===== config.mk =====
export PLATFORM = sky130hd
export DESIGN_NAME = card_whitelist_lock_controller_flat
export DESIGN_NICKNAME = d
export VERILOG_FILES = /design/src/sv/cwl_pkg.sv /design/src/sv/cwl_if.sv /design/src/sv/cwl_ram.sv /design/src/sv/cwl_scan.sv /design/src/sv/card_whitelist_lock_controller.sv /design/src/flat_wrapper.sv
export VERILOG_INCLUDE_DIRS = /design/src /design/src/sv
export SDC_FILE = /design/constraint.sdc
export NUM_CORES = 2
export LEC_CHECK = 0
export ABC_AREA = 1
export BUFFER_PORTS_ARGS = -buffer_cell sky130_fd_sc_hd__buf_2
export CAP_MARGIN = 10
export CORE_MARGIN = 2
export CORE_UTILIZATION = 45
export CTS_CLUSTER_SIZE = 10
export DETAILED_ROUTE_END_ITERATION = 10
export HOLD_SLACK_MARGIN = 0.05
export PLACE_DENSITY = 0.72
export SLEW_MARGIN = 20
export SYNTH_ARGS = -nofsm -noshare
export SYNTH_HDL_FRONTEND = slang
export SYNTH_SLANG_ARGS = --single-unit

===== constraint.sdc =====
create_clock -name clk_i -period 5.6 [get_ports clk_i]
set_input_delay 0 -clock clk_i [delete_from_list [all_inputs] [get_ports clk_i]]
set_output_delay 0 -clock clk_i [all_outputs]
set_load 0.1 [all_outputs]

===== src/sv/card_whitelist_lock_controller_defines.svh =====
// assertion macros shared by the lock controller rtl
`ifndef CARD_WHITELIST_LOCK_CONTROLLER_DEFINES_SVH
`define CARD_WHITELIST_LOCK_CONTROLLER_DEFINES_SVH

// same-cycle implication, checked outside reset
`define CWL_ASSERT_IMP(label, ant, cons, msg) \
  label: assert property (@(posedge clk_i) disable iff (!rst_ni) (ant) |-> (cons)) \
    else $error(msg);

// next-cycle implication, checked outside reset
`define CWL_ASSERT_NXT(label, ant, cons, msg) \
  label: assert property (@(posedge clk_i) disable iff (!rst_ni) (ant) |=> (cons)) \
    else $error(msg);

`endif


===== src/sv/cwl_pkg.sv =====
`timescale 1ns / 1ps
`default_nettype none

package cwl_pkg;

  // default configuration
  localparam int unsigned SLOT_COUNT_DEF = 64;
  localparam int unsigned UID_BYTES_DEF  = 7;

  // fixed field widths
  localparam int unsigned REQ_W      = 3;
  localparam int unsigned UID_LO_W   = 56;
  localparam int unsigned UID_HI_W   = 24;
  localparam int unsigned ULEN_W     = 4;
  localparam int unsigned SLOT_NUM_W = 8;
  localparam int unsigned STATUS_W   = 4;
  localparam int unsigned HIT_W      = 6;
  localparam int unsigned MODE_W     = 2;

  // longest uid the read buffer holds
  localparam logic [ULEN_W-1:0] READ_BUF_BYTES = 4'd10;
  // bytes held in the low uid word
  localparam logic [ULEN_W-1:0] LO_BYTES    = 4'd7;

  typedef enum logic [REQ_W-1:0] {
    REQ_CARD     = 3'd0,
    REQ_PROG     = 3'd1,
    REQ_ADD      = 3'd2,
    REQ_DEL      = 3'd3,
    REQ_CLEAR    = 3'd4,
    REQ_DEL_SLOT = 3'd5
  } req_e;

  typedef enum logic [STATUS_W-1:0] {
    ST_IGNORED   = 4'd0,
    ST_GRANTED   = 4'd1,
    ST_DENIED    = 4'd2,
    ST_PROG      = 4'd3,
    ST_IDLE      = 4'd4,
    ST_ARMED_ADD = 4'd5,
    ST_ARMED_DEL = 4'd6,
    ST_EXISTS    = 4'd7,
    ST_FULL      = 4'd8,
    ST_STORED    = 4'd9,
    ST_NOT_FOUND = 4'd10,
    ST_DELETED   = 4'd11,
    ST_CLEARED   = 4'd12,
    ST_BAD_INDEX = 4'd13,
    ST_REPEAT    = 4'd14,
    ST_TOO_LONG  = 4'd15
  } status_e;

  typedef enum logic [MODE_W-1:0] {
    MODE_IDLE = 2'd0,
    MODE_PROG = 2'd1,
    MODE_ADD  = 2'd2,
    MODE_DEL  = 2'd3
  } mode_e;

  // status flags from the table walker
  typedef struct packed {
    logic done;
    logic found;
    logic free_found;
  } scan_flags_t;

  // mask that keeps the low n bytes of a 64-bit word
  function automatic logic [63:0] byte_mask(input logic [ULEN_W-1:0] n);
    logic [63:0] m;
    m = (64'd1 << {n, 3'b000}) - 64'd1;
    if (n >= 4'd8) begin
      m = '1;
    end
    return m;
  endfunction

endpackage

`default_nettype wire


===== src/sv/cwl_if.sv =====
`timescale 1ns / 1ps
`default_nettype none

// request channel: one lock event per item
interface cwl_req_if;
  import cwl_pkg::*;

  logic                  valid;
  logic                  ready;
  logic [REQ_W-1:0]      req_type;
  logic [UID_LO_W-1:0]   uid_low;
  logic [UID_HI_W-1:0]   uid_high;
  logic [ULEN_W-1:0]     uid_length;
  logic [SLOT_NUM_W-1:0] slot_number;

  modport source (
    output valid, req_type, uid_low, uid_high, uid_length, slot_number,
    input  ready
  );
  modport sink (
    input  valid, req_type, uid_low, uid_high, uid_length, slot_number,
    output ready
  );
endinterface

// response channel: one result per event
interface cwl_rsp_if;
  import cwl_pkg::*;

  logic                valid;
  logic                ready;
  logic [STATUS_W-1:0] status;
  logic [HIT_W-1:0]    slot_hit;
  logic [MODE_W-1:0]   mode_now;
  logic                door_open;

  modport source (
    output valid, status, slot_hit, mode_now, door_open,
    input  ready
  );
  modport sink (
    input  valid, status, slot_hit, mode_now, door_open,
    output ready
  );
endinterface

`default_nettype wire


===== src/sv/cwl_ram.sv =====
`timescale 1ns / 1ps
`default_nettype none

module cwl_ram #(
  parameter int unsigned WIDTH = 8,
  parameter int unsigned DEPTH = 64
) (
  input  wire logic                                    clk_i,
  input  wire logic                                    we_i,
  input  wire logic [((DEPTH > 1) ? $clog2(DEPTH) : 1)-1:0] wr_addr_i,
  input  wire logic [WIDTH-1:0]                        wr_data_i,
  input  wire logic                                    rd_en_i,
  input  wire logic [((DEPTH > 1) ? $clog2(DEPTH) : 1)-1:0] rd_addr_i,
  output logic      [WIDTH-1:0]                        rd_data_o
);

  logic [WIDTH-1:0] mem_q [DEPTH];
  logic [WIDTH-1:0] rd_data_q;

  // one write port, one registered read port
  always_ff @(posedge clk_i) begin
    if (we_i) begin
      mem_q[wr_addr_i] <= wr_data_i;
    end
    if (rd_en_i) begin
      rd_data_q <= mem_q[rd_addr_i];
    end
  end

  assign rd_data_o = rd_data_q;

endmodule

`default_nettype wire


===== src/sv/cwl_scan.sv =====
`timescale 1ns / 1ps
`default_nettype none

module cwl_scan #(
  parameter int unsigned SLOT_COUNT = cwl_pkg::SLOT_COUNT_DEF,
  parameter int unsigned ENTRY_W    = 10,
  localparam int unsigned IDX_W     = (SLOT_COUNT > 1) ? $clog2(SLOT_COUNT) : 1
) (
  input  wire logic                  clk_i,
  input  wire logic                  rst_ni,
  input  wire logic                  start_i,
  input  wire logic [ENTRY_W-1:0]    key_i,
  input  wire logic [SLOT_COUNT-1:0] valid_i,
  output logic                       rd_en_o,
  output logic      [IDX_W-1:0]      rd_addr_o,
  input  wire logic [ENTRY_W-1:0]    rd_data_i,
  output cwl_pkg::scan_flags_t       flags_o,
  output logic      [IDX_W-1:0]      match_idx_o,
  output logic      [IDX_W-1:0]      free_idx_o
);
  import cwl_pkg::*;

  localparam logic [IDX_W-1:0] LAST_IDX = IDX_W'(SLOT_COUNT - 1);

  logic             issue_q, issue_d;
  logic [IDX_W-1:0] addr_q, addr_d;
  logic             cmp_q, cmp_d;
  logic [IDX_W-1:0] cmp_idx_q, cmp_idx_d;
  logic             done_q, done_d;
  logic             found_q, found_d;
  logic             free_found_q, free_found_d;
  logic [IDX_W-1:0] match_q, match_d;
  logic [IDX_W-1:0] free_q, free_d;
  logic             slot_live;

  assign slot_live = valid_i[cmp_idx_q];

  // walk the table one entry a cycle through the shared comparator
  always_comb begin
    issue_d      = issue_q;
    addr_d       = addr_q;
    cmp_d        = 1'b0;
    cmp_idx_d    = cmp_idx_q;
    done_d       = done_q;
    found_d      = found_q;
    free_found_d = free_found_q;
    match_d      = match_q;
    free_d       = free_q;

    if (start_i) begin
      issue_d      = 1'b1;
      addr_d       = '0;
      done_d       = 1'b0;
      found_d      = 1'b0;
      free_found_d = 1'b0;
    end else begin
      // read issue
      if (issue_q) begin
        cmp_d     = 1'b1;
        cmp_idx_d = addr_q;
        if (addr_q == LAST_IDX) begin
          issue_d = 1'b0;
        end else begin
          addr_d = addr_q + 1'b1;
        end
      end
      // compare against the entry read last cycle
      if (cmp_q) begin
        if (!slot_live && !free_found_q) begin
          free_found_d = 1'b1;
          free_d       = cmp_idx_q;
        end
        if (slot_live && (rd_data_i == key_i)) begin
          found_d = 1'b1;
          match_d = cmp_idx_q;
          done_d  = 1'b1;
          issue_d = 1'b0;
          cmp_d   = 1'b0;
        end else if (cmp_idx_q == LAST_IDX) begin
          done_d = 1'b1;
        end
      end
    end
  end

  always_ff @(posedge clk_i or negedge rst_ni) begin
    if (!rst_ni) begin
      issue_q      <= 1'b0;
      cmp_q        <= 1'b0;
      done_q       <= 1'b0;
      found_q      <= 1'b0;
      free_found_q <= 1'b0;
    end else begin
      issue_q      <= issue_d;
      cmp_q        <= cmp_d;
      done_q       <= done_d;
      found_q      <= found_d;
      free_found_q <= free_found_d;
    end
  end

  // indexes need no reset
  always_ff @(posedge clk_i) begin
    addr_q    <= addr_d;
    cmp_idx_q <= cmp_idx_d;
    match_q   <= match_d;
    free_q    <= free_d;
  end

  assign rd_en_o            = issue_q;
  assign rd_addr_o          = addr_q;
  assign flags_o.done       = done_q;
  assign flags_o.found      = found_q;
  assign flags_o.free_found = free_found_q;
  assign match_idx_o        = match_q;
  assign free_idx_o         = free_q;

endmodule

`default_nettype wire


===== src/sv/card_whitelist_lock_controller.sv =====
// Card whitelist lock controller. Each request item is one event (card read, program
// press, add or delete press, clear all, delete slot) and yields exactly one response
// item with status, slot, mode after the event and the door-open strobe. Events that
// need no table lookup are answered from the decode state; a card read that reaches
// the table waits for the walk over the slot memory, one entry per cycle through its
// single read port and one comparator, stopping early on a match. A new item is
// accepted in the cycle after the previous response is loaded, while that response
// may still wait on the output register. Slot occupancy lives in flip-flops that
// reset clears at once, so no clearing pass follows reset and clear all takes effect
// when its response is loaded.
`timescale 1ns / 1ps
`default_nettype none
`include "card_whitelist_lock_controller_defines.svh"

module card_whitelist_lock_controller #(
  parameter int unsigned SLOT_COUNT = cwl_pkg::SLOT_COUNT_DEF,
  parameter int unsigned UID_BYTES  = cwl_pkg::UID_BYTES_DEF
) (
  input  wire logic clk_i,
  input  wire logic rst_ni,
  cwl_req_if.sink   req_i,
  cwl_rsp_if.source rsp_o
);
  import cwl_pkg::*;

  localparam int unsigned IDX_W   = (SLOT_COUNT > 1) ? $clog2(SLOT_COUNT) : 1;
  localparam int unsigned LEN_W   = $clog2(UID_BYTES + 1);
  localparam int unsigned KEY_W   = 8 * UID_BYTES;
  localparam int unsigned ENTRY_W = LEN_W + KEY_W;

  typedef enum logic [2:0] {
    S_IDLE   = 3'b001,
    S_DECODE = 3'b010,
    S_SCAN   = 3'b100
  } state_e;

  state_e                state_q, state_d;
  mode_e                 mode_q, mode_d;
  logic [SLOT_COUNT-1:0] valid_q, valid_d;
  logic [UID_LO_W-1:0]   last_lo_q, last_lo_d;
  logic [UID_HI_W-1:0]   last_hi_q, last_hi_d;
  logic [ULEN_W-1:0]     last_len_q, last_len_d;

  // captured event
  logic [REQ_W-1:0]      req_q;
  logic [UID_LO_W-1:0]   lo_q;
  logic [UID_HI_W-1:0]   hi_q;
  logic [ULEN_W-1:0]     n_q;
  logic [SLOT_NUM_W-1:0] slot_q;

  // response register
  logic                  rsp_valid_q, rsp_valid_d;
  status_e               status_q, status_d;
  logic [HIT_W-1:0]      hit_q, hit_d;
  mode_e                 mode_out_q, mode_out_d;
  logic                  door_q, door_d;

  logic                  in_acc;
  logic                  can_emit;
  logic                  emit;
  logic                  scan_start;
  logic                  ram_we;
  logic [ULEN_W-1:0]     nl, nh;
  logic [63:0]           mask_lo, mask_hi, mask_key, key64;
  logic [UID_LO_W-1:0]   mlo;
  logic [UID_HI_W-1:0]   mhi;
  logic                  same_card;
  logic                  too_long;
  logic                  card_scan;
  logic [ENTRY_W-1:0]    key_entry;
  logic [ENTRY_W-1:0]    rd_data;
  logic                  rd_en;
  logic [IDX_W-1:0]      rd_addr;
  scan_flags_t           scan_flags;
  logic [IDX_W-1:0]      match_idx;
  logic [IDX_W-1:0]      free_idx;
  logic                  slot_ok;
  logic [IDX_W-1:0]      slot_idx;

  assign in_acc      = req_i.valid && req_i.ready;
  assign req_i.ready = (state_q == S_IDLE);
  assign can_emit    = !rsp_valid_q || rsp_o.ready;

  // uid masking and repeat detection
  assign nl        = (n_q > LO_BYTES) ? LO_BYTES : n_q;
  assign nh        = (n_q > LO_BYTES) ? (n_q - LO_BYTES) : '0;
  assign mask_lo   = byte_mask(nl);
  assign mask_hi   = byte_mask(nh);
  assign mask_key  = byte_mask(n_q);
  assign mlo       = lo_q & mask_lo[UID_LO_W-1:0];
  assign mhi       = hi_q & mask_hi[UID_HI_W-1:0];
  assign key64     = {hi_q[7:0], lo_q} & mask_key;
  assign key_entry = {n_q[LEN_W-1:0], key64[KEY_W-1:0]};
  assign same_card = (n_q == last_len_q) && (mlo == last_lo_q) && (mhi == last_hi_q);
  assign too_long  = (n_q > ULEN_W'(UID_BYTES));
  assign card_scan = (n_q != '0) && (mode_q != MODE_PROG) && !same_card && !too_long;
  assign slot_ok   = ({1'b0, slot_q} < (SLOT_NUM_W + 1)'(SLOT_COUNT));
  assign slot_idx  = slot_q[IDX_W-1:0];

  // event sequencer
  always_comb begin
    state_d     = state_q;
    mode_d      = mode_q;
    valid_d     = valid_q;
    last_lo_d   = last_lo_q;
    last_hi_d   = last_hi_q;
    last_len_d  = last_len_q;
    rsp_valid_d = rsp_valid_q;
    status_d    = status_q;
    hit_d       = hit_q;
    mode_out_d  = mode_out_q;
    door_d      = door_q;
    scan_start  = 1'b0;
    ram_we      = 1'b0;
    emit        = 1'b0;

    if (rsp_valid_q && rsp_o.ready) begin
      rsp_valid_d = 1'b0;
    end

    unique case (state_q)
      S_IDLE: begin
        if (in_acc) begin
          state_d = S_DECODE;
        end
      end

      S_DECODE: begin
        if ((req_e'(req_q) == REQ_CARD) && card_scan) begin
          scan_start = 1'b1;
          state_d    = S_SCAN;
        end else if (can_emit) begin
          emit     = 1'b1;
          status_d = ST_IGNORED;
          hit_d    = '0;
          door_d   = 1'b0;
          unique case (req_e'(req_q))
            REQ_CARD: begin
              if ((n_q != '0) && (mode_q != MODE_PROG)) begin
                if (same_card) begin
                  status_d = ST_REPEAT;
                end else begin
                  // too long: record as last card, leave wait modes
                  status_d   = ST_TOO_LONG;
                  last_lo_d  = mlo;
                  last_hi_d  = mhi;
                  last_len_d = n_q;
                  if (mode_q != MODE_IDLE) begin
                    mode_d = MODE_PROG;
                  end
                end
              end
            end
            REQ_PROG: begin
              if (mode_q == MODE_IDLE) begin
                mode_d   = MODE_PROG;
                status_d = ST_PROG;
              end else begin
                mode_d     = MODE_IDLE;
                status_d   = ST_IDLE;
                last_lo_d  = '0;
                last_hi_d  = '0;
                last_len_d = '0;
              end
            end
            REQ_ADD: begin
              if (mode_q == MODE_PROG) begin
                mode_d   = MODE_ADD;
                status_d = ST_ARMED_ADD;
              end
            end
            REQ_DEL: begin
              if (mode_q == MODE_PROG) begin
                mode_d   = MODE_DEL;
                status_d = ST_ARMED_DEL;
              end
            end
            REQ_CLEAR: begin
              valid_d  = '0;
              status_d = ST_CLEARED;
            end
            REQ_DEL_SLOT: begin
              if (slot_ok) begin
                valid_d[slot_idx] = 1'b0;
                status_d          = ST_DELETED;
                hit_d             = HIT_W'(slot_q);
              end else begin
                status_d = ST_BAD_INDEX;
              end
            end
            default: begin
              status_d = ST_IGNORED;
            end
          endcase
        end
      end

      S_SCAN: begin
        if (scan_flags.done && can_emit) begin
          emit     = 1'b1;
          hit_d    = '0;
          door_d   = 1'b0;
          status_d = ST_IGNORED;
          unique case (mode_q)
            MODE_IDLE: begin
              if (scan_flags.found) begin
                status_d = ST_GRANTED;
                door_d   = 1'b1;
                hit_d    = HIT_W'(match_idx);
              end else begin
                status_d = ST_DENIED;
              end
            end
            MODE_ADD: begin
              if (scan_flags.found) begin
                status_d = ST_EXISTS;
                hit_d    = HIT_W'(match_idx);
              end else if (scan_flags.free_found) begin
                ram_we            = 1'b1;
                valid_d[free_idx] = 1'b1;
                status_d          = ST_STORED;
                hit_d             = HIT_W'(free_idx);
              end else begin
                status_d = ST_FULL;
              end
            end
            MODE_DEL: begin
              if (scan_flags.found) begin
                valid_d[match_idx] = 1'b0;
                status_d           = ST_DELETED;
                hit_d              = HIT_W'(match_idx);
              end else begin
                status_d = ST_NOT_FOUND;
              end
            end
            default: begin
              status_d = ST_IGNORED;
            end
          endcase
          if (mode_q != MODE_IDLE) begin
            mode_d = MODE_PROG;
          end
          last_lo_d  = mlo;
          last_hi_d  = mhi;
          last_len_d = n_q;
        end
      end

      default: begin
        state_d = S_IDLE;
      end
    endcase

    // load the response register
    if (emit) begin
      rsp_valid_d = 1'b1;
      mode_out_d  = mode_d;
      state_d     = S_IDLE;
    end
  end

  always_ff @(posedge clk_i or negedge rst_ni) begin
    if (!rst_ni) begin
      state_q     <= S_IDLE;
      mode_q      <= MODE_IDLE;
      valid_q     <= '0;
      last_lo_q   <= '0;
      last_hi_q   <= '0;
      last_len_q  <= '0;
      rsp_valid_q <= 1'b0;
    end else begin
      state_q     <= state_d;
      mode_q      <= mode_d;
      valid_q     <= valid_d;
      last_lo_q   <= last_lo_d;
      last_hi_q   <= last_hi_d;
      last_len_q  <= last_len_d;
      rsp_valid_q <= rsp_valid_d;
    end
  end

  // payload registers
  always_ff @(posedge clk_i) begin
    if (in_acc) begin
      req_q  <= req_i.req_type;
      lo_q   <= req_i.uid_low;
      hi_q   <= req_i.uid_high;
      n_q    <= (req_i.uid_length > READ_BUF_BYTES) ? READ_BUF_BYTES : req_i.uid_length;
      slot_q <= req_i.slot_number;
    end
    status_q   <= status_d;
    hit_q      <= hit_d;
    mode_out_q <= mode_out_d;
    door_q     <= door_d;
  end

  assign rsp_o.valid     = rsp_valid_q;
  assign rsp_o.status    = status_q;
  assign rsp_o.slot_hit  = hit_q;
  assign rsp_o.mode_now  = mode_out_q;
  assign rsp_o.door_open = door_q;

  // slot memory: stored length and uid per slot
  cwl_ram #(
    .WIDTH (ENTRY_W),
    .DEPTH (SLOT_COUNT)
  ) u_slot_ram (
    .clk_i     (clk_i),
    .we_i      (ram_we),
    .wr_addr_i (free_idx),
    .wr_data_i (key_entry),
    .rd_en_i   (rd_en),
    .rd_addr_i (rd_addr),
    .rd_data_o (rd_data)
  );

  // table walker
  cwl_scan #(
    .SLOT_COUNT (SLOT_COUNT),
    .ENTRY_W    (ENTRY_W)
  ) u_scan (
    .clk_i       (clk_i),
    .rst_ni      (rst_ni),
    .start_i     (scan_start),
    .key_i       (key_entry),
    .valid_i     (valid_q),
    .rd_en_o     (rd_en),
    .rd_addr_o   (rd_addr),
    .rd_data_i   (rd_data),
    .flags_o     (scan_flags),
    .match_idx_o (match_idx),
    .free_idx_o  (free_idx)
  );

  // checks
  `CWL_ASSERT_IMP(a_door_granted, rsp_o.valid && rsp_o.door_open, rsp_o.status == ST_GRANTED, "door open without grant")
  `CWL_ASSERT_IMP(a_match_live, (state_q == S_SCAN) && scan_flags.done && scan_flags.found, valid_q[match_idx], "match on a free slot")
  `CWL_ASSERT_IMP(a_store_free, ram_we, !valid_q[free_idx], "store over a live slot")
  `CWL_ASSERT_NXT(a_clear_all, emit && (req_e'(req_q) == REQ_CLEAR) && (state_q == S_DECODE), valid_q == '0, "clear all left live slots")

endmodule

`default_nettype wire

===== src/flat_wrapper.sv =====
// flat-port wrapper written by rule: the top's interface ports become plain ports
module card_whitelist_lock_controller_flat import cwl_pkg::*;
#(
  parameter int unsigned SLOT_COUNT = cwl_pkg::SLOT_COUNT_DEF,
  parameter int unsigned UID_BYTES  = cwl_pkg::UID_BYTES_DEF
)
  (clk_i, rst_ni, req_i_valid, req_i_req_type, req_i_uid_low, req_i_uid_high, req_i_uid_length, req_i_slot_number, req_i_ready, rsp_o_valid, rsp_o_status, rsp_o_slot_hit, rsp_o_mode_now, rsp_o_door_open, rsp_o_ready);
  cwl_req_if req_i_i ();
  cwl_rsp_if rsp_o_i ();
  input  wire logic clk_i;
  input  wire logic rst_ni;
  input wire logic [$bits(req_i_i.valid)-1:0] req_i_valid;
  input wire logic [$bits(req_i_i.req_type)-1:0] req_i_req_type;
  input wire logic [$bits(req_i_i.uid_low)-1:0] req_i_uid_low;
  input wire logic [$bits(req_i_i.uid_high)-1:0] req_i_uid_high;
  input wire logic [$bits(req_i_i.uid_length)-1:0] req_i_uid_length;
  input wire logic [$bits(req_i_i.slot_number)-1:0] req_i_slot_number;
  output wire logic [$bits(req_i_i.ready)-1:0] req_i_ready;
  output wire logic [$bits(rsp_o_i.valid)-1:0] rsp_o_valid;
  output wire logic [$bits(rsp_o_i.status)-1:0] rsp_o_status;
  output wire logic [$bits(rsp_o_i.slot_hit)-1:0] rsp_o_slot_hit;
  output wire logic [$bits(rsp_o_i.mode_now)-1:0] rsp_o_mode_now;
  output wire logic [$bits(rsp_o_i.door_open)-1:0] rsp_o_door_open;
  input wire logic [$bits(rsp_o_i.ready)-1:0] rsp_o_ready;
  assign req_i_i.valid = req_i_valid;
  assign req_i_i.req_type = req_i_req_type;
  assign req_i_i.uid_low = req_i_uid_low;
  assign req_i_i.uid_high = req_i_uid_high;
  assign req_i_i.uid_length = req_i_uid_length;
  assign req_i_i.slot_number = req_i_slot_number;
  assign req_i_ready = req_i_i.ready;
  assign rsp_o_valid = rsp_o_i.valid;
  assign rsp_o_status = rsp_o_i.status;
  assign rsp_o_slot_hit = rsp_o_i.slot_hit;
  assign rsp_o_mode_now = rsp_o_i.mode_now;
  assign rsp_o_door_open = rsp_o_i.door_open;
  assign rsp_o_i.ready = rsp_o_ready;
  card_whitelist_lock_controller #(.SLOT_COUNT(SLOT_COUNT), .UID_BYTES(UID_BYTES)) u_core (.clk_i(clk_i), .rst_ni(rst_ni), .req_i(req_i_i), .rsp_o(rsp_o_i));
endmodule

==> flow_metrics.env <==
export IMPL_post_synth_main_area_contributors="sky130_fd_sc_hd__edfxtp_1, sky130_fd_sc_hd__o21ai_0, sky130_fd_sc_hd__nor2_1"
export IMPL_worstReg2RegEnd="u_core.u_scan.match_idx_o[4]"
export IMPL_max_clock_path_buffers=4
export IMPL_worst_r2r_cell_count=18
export IMPL_grt_usage_pct=28.24
export IMPL_synth_warning_count=0
export IMPL_final_period_minus_worst_setup_slack_ns=5.161
export IMPL_placement_rows=222
export IMPL_setup_viol=0
export IMPL_grt_pass1_wl_um=764800
export IMPL_peakVddDrop_mv=0.4114
export IMPL_cts_tree="done"
export IMPL_cp_data_arrival_time_ns=5.88
export IMPL_crit_chain="inv_2 > ha_1 > nand2_1 > nand2_1 > buf_4 > inv_1 > nand3_1 > buf_4 > inv_1 > nand3_1 > nor2_4 > buf_4 > o22ai_1 > nor2_1 > nand4_1 > nor2_1 > nand2_1 > inv_1"
export IMPL_synth_main_ff_cell="sky130_fd_sc_hd__edfxtp_1"
export IMPL_rr_startpoint="u_core.n_q[0]"
export IMPL_synth_net_count=13030
export IMPL_dpl_hpwl_um=264200
export IMPL_detailroute_wirelength_met3_um=82750
export IMPL_clock_slew_seen_by_the_registers_of_the_worst_setup_and_hold_paths_ns=0.06
export IMPL_wl_met1_um=189700
export IMPL_place_ws_ns=0.5858
export IMPL_die_w_um=609.5
export IMPL_detail_route_vias_per_cell=6.444
export IMPL_die_height_um=609.5
export IMPL_route_detailed_drc=0
export IMPL_hold_slack_ns=0.1712
export IMPL_max_cap_violations=0
export IMPL_flow_area_growth_from_synthesis_pct=13.47
export IMPL_power_density_nw_per_um2=492.9
export IMPL_fin_ws_ns=0.4388
export IMPL_ant_nets=0
export IMPL_crit_path_end_kind="flop"
export IMPL_timing_hold_worst_start="req_i_uid_length[0]"
export IMPL_cts_htree_levels=5
export IMPL_met2_length_um=235000
export IMPL_cts_repair_resize_count=0
export IMPL_most_frequent_cell_after_synthesis="sky130_fd_sc_hd__edfxtp_1"
export IMPL_crit_buf_inv=7
export IMPL_reg2reg_setup_slack_ns=0.44
export IMPL_cts_buffers=457
export IMPL_synthDominantAreaCellType="sky130_fd_sc_hd__edfxtp_1"
export IMPL_clk_root_buffer_cell="sky130_fd_sc_hd__clkbuf_16"
export IMPL_synth_lib_cells_used_distinct=55
export IMPL_gp_congestion=0.9199
export IMPL_worst_path_largest_cell_delay_ns=0.57
export IMPL_synth_seq_cells=4126
export IMPL_highest_signal_layer="met5"
export IMPL_finalMaxSlewViolations=0
export IMPL_worst_slew_pin_transition_ns=1.194
export IMPL_hold_path_class="in -> reg"
export IMPL_post_synth_instance_area_um2=165000
export IMPL_layout_nets=13250
export IMPL_routed_wire_length_per_instance_um=30.14
export IMPL_outcome="completed"
export IMPL_first_global_vias=107300
export IMPL_final_routed_wirelength_across_all_metal_layers_um=543500
export IMPL_number_of_antenna_violations_at_the_first_check_in_global_routing=19
export IMPL_synthesis_instances=12910
export IMPL_synthTopCellsByCount="sky130_fd_sc_hd__edfxtp_1, sky130_fd_sc_hd__nor2_1, sky130_fd_sc_hd__o21ai_0"
export IMPL_worst_endpoint_required_ns=6.32
export IMPL_drt_first_iter_violations=20810
export IMPL_critical_path_top_delay_family="simple AND/OR/NAND/NOR gates"
export IMPL_async_flop_share_pct=3.854
export IMPL_post_route_cells_drive_above_1_share_pct=8.381
export IMPL_hold_viol=0
export IMPL_grt_setup_unrepaired="false"
export IMPL_timing_clock_skew_ns=0.09966
export IMPL_synth_top_area_share_pct=72.08
export IMPL_insertion_delay_ns=1.04
export IMPL_power_leakage_nw=60.35
export IMPL_fp_dieArea_um2=371500
export IMPL_critical_path_slowest_cell="sky130_fd_sc_hd__edfxtp_1"
export IMPL_cts_sink_count=4126
export IMPL_timing_limited_maximum_frequency_mhz=193.8
export IMPL_post_synth_cell_area_avg_um2=12.78
export IMPL_io_buffers=113
export IMPL_detailroute_via_count=116200
export IMPL_timing_setup_critical_path_class="reg -> reg"
export IMPL_grt_max_degree=207
export IMPL_core_region_area_um2=365300
export IMPL_total_gr_overflow=0
export IMPL_hold_path_endpoint="u_core.n_q[0]"
export IMPL_start_util_pct=45.17
export IMPL_timing_slew_headroom_pct=19.72
export IMPL_period_share_pct=92.16
export IMPL_io_pins=114
export IMPL_synth_edff_count=3961
export IMPL_timing_critical_path_from_type="flop"
export IMPL_crit_fanout=66
export IMPL_whs_path_depth=3
export IMPL_detail_route_first_pass_iterations=9
export IMPL_synth_seq_area_share_pct=74.57
==> placed cells by master, fill, tap and decap left out, types with 24 or more instances in the layout <==
master	n
sky130_fd_sc_hd__a21oi_1	282
sky130_fd_sc_hd__dlygate4sd3_1	196
sky130_fd_sc_hd__o221ai_1	371
sky130_fd_sc_hd__a32o_1	24
sky130_fd_sc_hd__o211ai_1	105
sky130_fd_sc_hd__o21ai_1	34
sky130_fd_sc_hd__nand4_1	64
sky130_fd_sc_hd__nor2_1	2132
sky130_fd_sc_hd__a31oi_1	73
sky130_fd_sc_hd__o22ai_1	642
sky130_fd_sc_hd__nand3b_1	26
sky130_fd_sc_hd__nor3_1	36
sky130_fd_sc_hd__nand3_1	447
sky130_fd_sc_hd__clkbuf_1	49
sky130_fd_sc_hd__buf_12	123
sky130_fd_sc_hd__inv_1	270
sky130_fd_sc_hd__nand2_1	1011
sky130_fd_sc_hd__nor3_2	27
sky130_fd_sc_hd__o21ai_0	2079
sky130_fd_sc_hd__dfrtp_1	157
sky130_fd_sc_hd__nor2_4	90
sky130_fd_sc_hd__clkbuf_16	461
sky130_fd_sc_hd__xor2_1	36
sky130_fd_sc_hd__buf_4	229
sky130_fd_sc_hd__buf_2	112
sky130_fd_sc_hd__edfxtp_1	3961
==> routing by layer <==
metal  GRT usage [%]  vias up
met2           41.60     9443
met1           37.83    56620
met3           7.613     1762
li1                -    48380
met5               0        -
met4           16.20        8
==> kinds of logic (layout without fill, tap and decap cells) <==
group                      after synthesis  after routing  share of synthesized area, %
DFF                                   4126           4126                         74.57
and+or+nand+nor                       3863           3863                         9.401
AOI/OAI and AO/OA                     3671           3671                         12.90
buffers and inverters                 1192           1488                         2.781
xor gates and xnor gates                46             46                        0.2442
adders and majority gates               14             14                        0.1062
other                                    0             11                             0
==> report_power, final <==
group	switching [mW]	internal [mW]
Clock	11.3	14.5
Combinational	20.8	7.64
Sequential	1.21	36.8
==> state kept, by name, summed over array words and instances, names as in the netlist, 8 cells and up <==
register,cells
u_core.lo_q,56
u_core.slot_q,8
u_core.last_hi_q,24
u_core.u_slot_ram.rd_data_o,59
u_core.last_lo_q,56
u_core.u_slot_ram.mem_q,3776
u_core.valid_q,64
u_core.hi_q,24
==> stage by stage <==
step | instance area (µm²) | std cells | TNS [ns] | utilization [%] | total power [mW]
after floorplan | 165000 | 12910 | -490.76 | - | 55.73
final | 187200 | 18040 | 0 | 51.26 | 92.29
after detailed placement | 173300 | 17300 | 0 | 47.44 | 65.89
after global routing | 187200 | 18030 | 0 | 51.26 | 95.27
after global placement | 173200 | 17290 | 0 | 47.41 | 65.44
after CTS | 187200 | 18020 | 0 | 51.25 | 91.34
==> how the worst max path moves through the flow <==
stage | from | endpoint | slack (ns) | cells past startpoint
after floorplan | u_core.rsp_o.valid | u_core.u_slot_ram.mem_q[35][0] | -0.57 | 8
after global placement | u_core.n_q[0] | u_core.u_scan.match_idx_o[4] | 0.66 | 18
after detailed placement | u_core.n_q[0] | u_core.u_scan.match_idx_o[0] | 0.59 | 18
after CTS | u_core.n_q[0] | u_core.u_scan.match_idx_o[5] | 0.56 | 18
after global routing | u_core.n_q[0] | u_core.rsp_o.slot_hit[0] | 0.1 | 17
final | u_core.n_q[0] | u_core.u_scan.match_idx_o[4] | 0.44 | 18
==> what timing repair did <==
item,4_1_cts,5_1_grt
hold buffers,197,0
setup buffers,0,0
hold endpoints to repair,330,0
==> final cells by class <==
| type | instances | area (µm²) |
|---|---|---|
| inverters | 291 | 1139 |
| well taps | 4816 | 6026 |
| clock buffers | 511 | 11730 |
| clock inverters | 21 | 210.2 |
| repair buffers | 665 | 6809 |
| multi-input cells | 7594 | 38230 |
| fillers | 29530 | 178000 |
| diodes | 11 | 27.53 |
| flip-flops and latches | 4126 | 123100 |
==> worst min-delay path: cells and delay by family <==
kind	cells	cell delay (ns)
buf+inv	2	0.67
compound gates	1	0.28
Power figures use the tool's default switching activity.
